### config.mk
export PLATFORM = sky130hd
export DESIGN_NAME = postfix_predicate_evaluator
export DESIGN_NICKNAME = d
export VERILOG_FILES = /design/src/design/ppe_pkg.sv /design/src/design/ppe_cell.sv /design/src/design/ppe_outbuf.sv /design/src/design/postfix_predicate_evaluator.sv
export VERILOG_INCLUDE_DIRS = /design/src /design/src/design
export SDC_FILE = /design/constraint.sdc
export NUM_CORES = 1
export LEC_CHECK = 0
export BUFFER_PORTS_ARGS = -buffer_cell sky130_fd_sc_hd__buf_2
export CAP_MARGIN = 10
export CORE_ASPECT_RATIO = 1.5
export CORE_MARGIN = 3
export CORE_UTILIZATION = 56
export CTS_BUF_LIST = sky130_fd_sc_hd__clkbuf_16
export CTS_CLUSTER_DIAMETER = 40
export CTS_CLUSTER_SIZE = 25
export DETAILED_ROUTE_END_ITERATION = 10
export PLACE_DENSITY = 0.78
export SETUP_SLACK_MARGIN = 0.4
export SYNTH_ARGS = -nofsm -noshare
export SYNTH_HDL_FRONTEND = slang
export SYNTH_SLANG_ARGS = --single-unit
### constraint.sdc
create_clock -name clk -period 14.27 [get_ports clk]
set_clock_uncertainty 0.1 [all_clocks]
set_input_delay 0.7135 -clock clk [delete_from_list [all_inputs] [get_ports clk]]
set_output_delay 0.7135 -clock clk [all_outputs]
set_load 0.005 [all_outputs]
### src/design/postfix_predicate_evaluator_defines.svh
// ----------------------------------------------------------------------------
// postfix_predicate_evaluator_defines
// Assertion macros shared by the postfix predicate evaluator.
// ----------------------------------------------------------------------------
`ifndef POSTFIX_PREDICATE_EVALUATOR_DEFINES_SVH
`define POSTFIX_PREDICATE_EVALUATOR_DEFINES_SVH

// same-cycle implication, checked out of reset
`define PPE_ASSERT_NOW(lbl, clk, rst_n, ante, cons) \
  lbl: assert property (@(posedge clk) disable iff (!rst_n) (ante) |-> (cons)) \
    else $error("assertion failed");

// next-cycle implication, checked out of reset
`define PPE_ASSERT_NEXT(lbl, clk, rst_n, ante, cons) \
  lbl: assert property (@(posedge clk) disable iff (!rst_n) (ante) |=> (cons)) \
    else $error("assertion failed");

`endif

### src/design/ppe_pkg.sv
// ----------------------------------------------------------------------------
// ppe_pkg
// Codes, types and the relation function of the postfix predicate evaluator.
// ----------------------------------------------------------------------------
package ppe_pkg;

  localparam int unsigned VAL_W = 32;
  localparam int unsigned ACT_W = 3;
  localparam int unsigned REL_W = 3;
  localparam int unsigned STS_W = 2;

  localparam logic [ACT_W-1:0] ACT_PUSH = 3'd0;
  localparam logic [ACT_W-1:0] ACT_CMP  = 3'd1;
  localparam logic [ACT_W-1:0] ACT_AND  = 3'd2;
  localparam logic [ACT_W-1:0] ACT_OR   = 3'd3;

  localparam logic [REL_W-1:0] REL_GT = 3'd0;
  localparam logic [REL_W-1:0] REL_GE = 3'd1;
  localparam logic [REL_W-1:0] REL_LT = 3'd2;
  localparam logic [REL_W-1:0] REL_LE = 3'd3;
  localparam logic [REL_W-1:0] REL_EQ = 3'd4;
  localparam logic [REL_W-1:0] REL_NE = 3'd5;

  localparam logic [STS_W-1:0] STS_OK    = 2'd0;
  localparam logic [STS_W-1:0] STS_UNDER = 2'd1;
  localparam logic [STS_W-1:0] STS_OVER  = 2'd2;

  typedef logic signed [VAL_W-1:0] val_t;

  // shift command broadcast to every cell
  typedef struct packed {
    logic push;   // move one slot deeper, top takes new value
    logic pop;    // move one slot up, top takes combined value
  } cell_ctrl_t;

  typedef struct packed {
    logic             match;
    logic [STS_W-1:0] status;
  } result_t;

  function automatic logic relate(input logic [REL_W-1:0] rel,
                                  input val_t lhs, input val_t rhs);
    logic r;
    case (rel)
      REL_GT:  r = lhs >  rhs;
      REL_GE:  r = lhs >= rhs;
      REL_LT:  r = lhs <  rhs;
      REL_LE:  r = lhs <= rhs;
      REL_EQ:  r = lhs == rhs;
      REL_NE:  r = lhs != rhs;
      default: r = 1'b0;
    endcase
    return r;
  endfunction

endpackage

### src/design/ppe_cell.sv
// ----------------------------------------------------------------------------
// ppe_cell
// One stack slot: takes the shallower neighbor on push, the deeper on pop.
// ----------------------------------------------------------------------------
module ppe_cell (
  input  logic                clk,
  input  ppe_pkg::cell_ctrl_t ctrl,
  input  ppe_pkg::val_t       push_in,
  input  ppe_pkg::val_t       pop_in,
  output ppe_pkg::val_t       val
);

  ppe_pkg::val_t val_r;
  ppe_pkg::val_t val_nxt;

  always_comb begin
    val_nxt = val_r;
    if (ctrl.push) begin
      val_nxt = push_in;
    end else if (ctrl.pop) begin
      val_nxt = pop_in;
    end
  end

  always_ff @(posedge clk) begin
    val_r <= val_nxt;
  end

  assign val = val_r;

endmodule

### src/design/ppe_outbuf.sv
// ----------------------------------------------------------------------------
// ppe_outbuf
// Two-entry result buffer: output register plus skid slot.
// ----------------------------------------------------------------------------
module ppe_outbuf (
  input  logic             clk,
  input  logic             rst_n,
  input  logic             res_valid,
  input  ppe_pkg::result_t res_data,
  output logic             space,
  output logic             out_valid,
  input  logic             out_ready,
  output ppe_pkg::result_t out_data
);

  logic             out_valid_r;
  logic             out_valid_nxt;
  logic             skid_valid_r;
  logic             skid_valid_nxt;
  ppe_pkg::result_t out_data_r;
  ppe_pkg::result_t out_data_nxt;
  ppe_pkg::result_t skid_data_r;
  ppe_pkg::result_t skid_data_nxt;

  always_comb begin
    out_valid_nxt  = out_valid_r;
    out_data_nxt   = out_data_r;
    skid_valid_nxt = skid_valid_r;
    skid_data_nxt  = skid_data_r;
    if (!out_valid_r || out_ready) begin
      if (skid_valid_r) begin
        out_valid_nxt  = 1'b1;
        out_data_nxt   = skid_data_r;
        skid_valid_nxt = 1'b0;
      end else begin
        out_valid_nxt = res_valid;
        out_data_nxt  = res_data;
      end
    end else if (res_valid) begin
      skid_valid_nxt = 1'b1;
      skid_data_nxt  = res_data;
    end
  end

  always_ff @(posedge clk) begin
    if (!rst_n) begin
      out_valid_r  <= 1'b0;
      skid_valid_r <= 1'b0;
    end else begin
      out_valid_r  <= out_valid_nxt;
      skid_valid_r <= skid_valid_nxt;
    end
    out_data_r  <= out_data_nxt;
    skid_data_r <= skid_data_nxt;
  end

  assign space     = !skid_valid_r;
  assign out_valid = out_valid_r;
  assign out_data  = out_data_r;

endmodule

### src/design/postfix_predicate_evaluator.sv
// ----------------------------------------------------------------------------
// postfix_predicate_evaluator
// Postfix row-filter predicate evaluator on a shifting value stack.
// ----------------------------------------------------------------------------
// Takes one token per clock cycle with no bubbles: the stack is a row of
// STACK_DEPTH cells with the top in cell 0, every token shifts the row by at
// most one slot, and compare/and/or only read cells 0 and 1. The result of a
// token marked tlast appears on the out_ side in the cycle after its transfer
// when the output register is free, later while the receiver holds off;
// a two-entry result buffer keeps input flowing while a result waits, and
// in_tready drops only when both entries are full.
module postfix_predicate_evaluator #(
  parameter int unsigned STACK_DEPTH = 16
) (
  input  logic        clk,
  input  logic        rst_n,
  input  logic        in_tvalid,
  output logic        in_tready,
  input  logic [31:0] in_tdata,   // [31:0] operand_value
  input  logic [5:0]  in_tuser,   // [2:0] action, [5:3] relation
  input  logic        in_tlast,   // is_last
  output logic        out_tvalid,
  input  logic        out_tready,
  output logic [7:0]  out_tdata,  // [0] match, [7:1] zero
  output logic [1:0]  out_tuser   // [1:0] status
);

  `include "postfix_predicate_evaluator_defines.svh"

  localparam int unsigned CNT_W = $clog2(STACK_DEPTH + 1);

  logic                      in_fire;
  logic [ppe_pkg::ACT_W-1:0] action;
  logic [ppe_pkg::REL_W-1:0] relation;
  ppe_pkg::val_t             operand;

  logic [CNT_W-1:0]          cnt_r;
  logic [CNT_W-1:0]          cnt_nxt;
  logic [ppe_pkg::STS_W-1:0] err_r;
  logic [ppe_pkg::STS_W-1:0] err_nxt;

  ppe_pkg::cell_ctrl_t       ctrl;
  ppe_pkg::val_t             cell_val [STACK_DEPTH];
  ppe_pkg::val_t             push_in  [STACK_DEPTH];
  ppe_pkg::val_t             pop_in   [STACK_DEPTH];
  ppe_pkg::val_t             comb_val;
  ppe_pkg::val_t             top_nxt;
  logic                      comb_bit;
  logic                      lhs_nz;
  logic                      rhs_nz;

  logic                      res_valid;
  ppe_pkg::result_t          res_data;
  ppe_pkg::result_t          out_data;
  logic                      buf_space;

  assign in_tready = buf_space;
  assign in_fire   = in_tvalid && in_tready;
  assign action    = in_tuser[2:0];
  assign relation  = in_tuser[5:3];
  assign operand   = in_tdata;

  assign rhs_nz = cell_val[0] != '0;
  assign lhs_nz = cell_val[1] != '0;

  always_comb begin
    comb_bit = 1'b0;
    case (action)
      ppe_pkg::ACT_CMP: comb_bit = ppe_pkg::relate(relation, cell_val[1], cell_val[0]);
      ppe_pkg::ACT_AND: comb_bit = lhs_nz && rhs_nz;
      ppe_pkg::ACT_OR:  comb_bit = lhs_nz || rhs_nz;
      default:          comb_bit = 1'b0;
    endcase
  end

  assign comb_val = {{(ppe_pkg::VAL_W-1){1'b0}}, comb_bit};

  always_comb begin
    ctrl    = '0;
    cnt_nxt = cnt_r;
    err_nxt = err_r;
    if (in_fire && err_r == ppe_pkg::STS_OK) begin
      unique case (action) inside
        ppe_pkg::ACT_PUSH: begin
          if (cnt_r == CNT_W'(STACK_DEPTH)) begin
            err_nxt = ppe_pkg::STS_OVER;
          end else begin
            ctrl.push = 1'b1;
            cnt_nxt   = cnt_r + CNT_W'(1);
          end
        end
        ppe_pkg::ACT_CMP, ppe_pkg::ACT_AND, ppe_pkg::ACT_OR: begin
          if (cnt_r < CNT_W'(2)) begin
            err_nxt = ppe_pkg::STS_UNDER;
          end else begin
            ctrl.pop = 1'b1;
            cnt_nxt  = cnt_r - CNT_W'(1);
          end
        end
        default: begin
        end
      endcase
    end
  end

  always_comb begin
    top_nxt = cell_val[0];
    if (ctrl.push) begin
      top_nxt = operand;
    end else if (ctrl.pop) begin
      top_nxt = comb_val;
    end
  end

  assign res_valid       = in_fire && in_tlast;
  assign res_data.status = err_nxt;
  assign res_data.match  = (err_nxt == ppe_pkg::STS_OK) && (cnt_nxt != '0) && (top_nxt != '0);

  always_ff @(posedge clk) begin
    if (!rst_n) begin
      cnt_r <= '0;
      err_r <= ppe_pkg::STS_OK;
    end else if (res_valid) begin
      cnt_r <= '0;
      err_r <= ppe_pkg::STS_OK;
    end else begin
      cnt_r <= cnt_nxt;
      err_r <= err_nxt;
    end
  end

  genvar gi;
  generate
    for (gi = 0; gi < STACK_DEPTH; gi++) begin : g_cell
      if (gi == 0) begin : g_top
        assign push_in[gi] = operand;
        assign pop_in[gi]  = comb_val;
      end else if (gi == STACK_DEPTH - 1) begin : g_bottom
        assign push_in[gi] = cell_val[gi-1];
        assign pop_in[gi]  = cell_val[gi];
      end else begin : g_mid
        assign push_in[gi] = cell_val[gi-1];
        assign pop_in[gi]  = cell_val[gi+1];
      end
      ppe_cell u_cell (
        .clk     (clk),
        .ctrl    (ctrl),
        .push_in (push_in[gi]),
        .pop_in  (pop_in[gi]),
        .val     (cell_val[gi])
      );
    end
  endgenerate

  ppe_outbuf u_outbuf (
    .clk       (clk),
    .rst_n     (rst_n),
    .res_valid (res_valid),
    .res_data  (res_data),
    .space     (buf_space),
    .out_valid (out_tvalid),
    .out_ready (out_tready),
    .out_data  (out_data)
  );

  assign out_tdata = {7'b0, out_data.match};
  assign out_tuser = out_data.status;

  `PPE_ASSERT_NOW(a_cnt_bound, clk, rst_n, 1'b1, cnt_r <= CNT_W'(STACK_DEPTH))
  `PPE_ASSERT_NEXT(a_last_gives_result, clk, rst_n, in_fire && in_tlast, out_tvalid)
  `PPE_ASSERT_NEXT(a_err_sticky, clk, rst_n, in_fire && !in_tlast && err_r != ppe_pkg::STS_OK, err_r == $past(err_r) && cnt_r == $past(cnt_r))
  `PPE_ASSERT_NEXT(a_push_grows, clk, rst_n, in_fire && !in_tlast && ctrl.push, cnt_r == $past(cnt_r) + CNT_W'(1))

endmodule

==> impl_metrics.env <==
export IMPL_outcome="finished clean"
export IMPL_cts_inserted_buffers=45
export IMPL_netlist_area_um2=22800
export IMPL_syn_instance_count=1354
export IMPL_boundary_pins=55
export IMPL_synth_edff_count=486
export IMPL_maxSlewHeadroom=0.230
export IMPL_worstReg2RegStart="cnt_r[1]$_SDFF_PP0_"
export IMPL_ir_worst_vdd_v=0.0000871
export IMPL_diodes=0
export IMPL_cellPowerDensity_nw_per_um2=130
export IMPL_ys_warnings_count=0
export IMPL_dominantRegCellSynth="sky130_fd_sc_hd__edfxtp_1"
export IMPL_place_gp_congestion=0.873
export IMPL_power_share_sequential=0.539
export IMPL_ff2ff_setup_slack_ns=9.71
export IMPL_cts_hold_buffers_added=0
export IMPL_rows=90
export IMPL_core_area_um2=40300
export IMPL_die_area_um2=43300
export IMPL_drv_max_cap_violation_count=0
export IMPL_fin_hold_viols=0
export IMPL_area_after_detailed_placement_um2=23500
export IMPL_vias_per_cell=5.88
export IMPL_place_port_buffers=47
export IMPL_grt_pass1_vias=11620
export IMPL_post_route_cell_area_um2=25100
export IMPL_report_final_setup_viol=0
export IMPL_cts_clk_slew_worst_paths_ns=0.08
export IMPL_cts_post_setup_buffers_inserted=0
export IMPL_final_nets=1475
export IMPL_worstPathArrival_ns=4.66
export IMPL_hold_start="in_tdata[12]"
export IMPL_htree_levels=2
export IMPL_timing_setup_tns_ns=0
export IMPL_worst_endpoint_required_ns=14.36
export IMPL_routed_wirelength_mm=36.3
export IMPL_synth_top_cell_by_area="sky130_fd_sc_hd__edfxtp_1"
export IMPL_cts_resized_gates=0
export IMPL_place_hpwl_mm=22.6
export IMPL_finalPower_mw=3.27
export IMPL_crit_type="reg -> reg"
export IMPL_peak_fanout_along_the_critical_path=175
export IMPL_yosys_cell_count_top_type="sky130_fd_sc_hd__edfxtp_1"
export IMPL_area_growth_synth_to_final_pct=10.0
export IMPL_post_route_cells_drive_above_1_share=0.418
export IMPL_die_height_um=253
export IMPL_library_cell_used_as_clock_root_buffer="sky130_fd_sc_hd__clkbuf_16"
export IMPL_route_detailed_wl_per_inst_um=18.7
export IMPL_number_of_antenna_violations_at_the_first_check_in_global_routing=0
export IMPL_cts_max_path_buffers=3
export IMPL_post_place_ws_ns=9.28
export IMPL_p_int_mw=2.52
export IMPL_drt_iter0_markers=1049
export IMPL_max_freq_mhz=219
export IMPL_global_route_overflow_total=0
export IMPL_clk_latency_ns=0.56
export IMPL_first_pass_grt_wire_length_mm=58.9
export IMPL_clock_sink_count=527
export IMPL_yosys_register_bits=527
export IMPL_hold_ws_ns=0.285
export IMPL_final_core_utilization=0.623
export IMPL_synth_yosys_seq_area_share=0.675
export IMPL_critPathCaptureType="flop"
export IMPL_part_of_the_cycle_the_worst_path_needs=0.320
export IMPL_startpoint="cnt_r[1]$_SDFF_PP0_"
export IMPL_timing_final_max_slew_violations=0
export IMPL_grt_start_max_net_pins=196
export IMPL_worst_hold_path_type="in -> reg"
export IMPL_tightestPinTransition_ns=1.15
export IMPL_yosys_top_cells_count="sky130_fd_sc_hd__edfxtp_1, sky130_fd_sc_hd__mux2_2, sky130_fd_sc_hd__buf_2, sky130_fd_sc_hd__dfxtp_1, sky130_fd_sc_hd__nand2_1"
export IMPL_synth_cell_types=59
export IMPL_power_frac_comb=0.055
export IMPL_power_leakage_nw=8.23
export IMPL_routed_via_count=11400
export IMPL_finalNonFillerCells=1940
export IMPL_synth_area_top_cells="sky130_fd_sc_hd__edfxtp_1, sky130_fd_sc_hd__mux2_2, sky130_fd_sc_hd__dfxtp_1"
export IMPL_final_setup_worst_slack_ns=9.71
export IMPL_synthesis_area_per_instance_um2=16.9
export IMPL_floorplan_initialDensity=0.567
export IMPL_rsz0062_at_grt="false"
export IMPL_type_of_origin_of_the_critical_path="flop"
export IMPL_dp_cells=1857
export IMPL_switching_share=0.229
export IMPL_tritoncts="yes"
export IMPL_dr_drc_count=0
export IMPL_net_switching_mw=0.749
export IMPL_ant_nets=0
export IMPL_overall_global_routing_resource_usage=0.165
export IMPL_fin_crit_ns=4.56
export IMPL_power_share_clock=0.406
export IMPL_synthDominantCellAreaShare=0.639
export IMPL_synth_async_reset_ratio=0
export IMPL_detail_route_first_pass_iterations=5
export IMPL_die_width_um=171
-- flip-flops by register name (all words and copies together) (netlist names) --
register               cells
cnt_r                      5
err_r                      2
g_cell.u_cell.val        512
u_outbuf.out_data          3
u_outbuf.out_valid         1
u_outbuf.skid_data_r       3
u_outbuf.skid_valid_r      1
-- critical path: stages, from the launching register on --
cell and delay [ns]:
sky130_fd_sc_hd__dfxtp_1 0.48, sky130_fd_sc_hd__inv_1 0.08, sky130_fd_sc_hd__ha_1 0.24, sky130_fd_sc_hd__and4bb_4 0.26, sky130_fd_sc_hd__a211o_1 0.36, sky130_fd_sc_hd__inv_8 0.80, sky130_fd_sc_hd__buf_4 0.90, sky130_fd_sc_hd__buf_4 0.87
-- logic make-up after synthesis --
logic type | Yosys count | share of synthesized area
fa+ha+maj | 34 | 0.0186
buf+inv | 103 | 0.0214
compound gates | 92 | 0.0243
flops | 527 | 0.675
other cells | 1 | 0.000164
simple gates | 144 | 0.0377
mux | 452 | 0.223
xor+xnor | 1 | 0.000383
-- layer usage --
layer  global-route usage  share of wire  vias to the layer above
li1                     -              -                     5391
met1                0.224           0.44                     5673
met4               0.0589          0.031                        0
met2                0.272           0.49                      255
met5                    0              0                        -
met3               0.0280          0.043                       81
-- worst paths after layout --
kind / endpoint / cells after the start
max: g_cell[7].u_cell.val[7]$_DFFE_PP_ / 7
max reg2reg: g_cell[7].u_cell.val[7]$_DFFE_PP_ / 7
min: g_cell[0].u_cell.val[12]$_DFF_P_ / 3
min reg2reg: g_cell[15].u_cell.val[17]$_DFFE_PP_ / 0
-- power groups by stage --
stage | logic, mW | registers [mW] | clock network [mW]
3_5_place_dp | 0.177 | 1.80 | 0
3_3_place_gp | 0.169 | 1.80 | 0
5_1_grt | 0.201 | 1.77 | 1.42
2_1_floorplan | 0.138 | 1.79 | 0
6_report | 0.181 | 1.77 | 1.33
4_1_cts | 0.181 | 1.77 | 1.36
-- cell type report --
| type | instances | area, um2 |
|---|---|---|
| tap | 506 | 633 |
| clock inverter | 36 | 468 |
| clock buffer | 47 | 1180 |
| multi-input combinational | 730 | 6970 |
| sequential | 527 | 15400 |
| fill | 2837 | 15200 |
| timing repair buffer | 55 | 320 |
| inverter | 39 | 154 |
-- cell usage in the layout (no fill, tap or decap), types with 25 or more instances in the layout --
master	Yosys	layout
sky130_fd_sc_hd__inv_1	39	39
sky130_fd_sc_hd__dfxtp_1	41	41
sky130_fd_sc_hd__mux2_2	451	451
sky130_fd_sc_hd__o21ai_0	36	36
sky130_fd_sc_hd__ha_1	34	34
sky130_fd_sc_hd__edfxtp_1	486	486
sky130_fd_sc_hd__nand2_1	40	40
sky130_fd_sc_hd__buf_2	51	47
sky130_fd_sc_hd__nor4_1	25	25
sky130_fd_sc_hd__clkbuf_16	0	47
(Power assumes the default switching activity.)
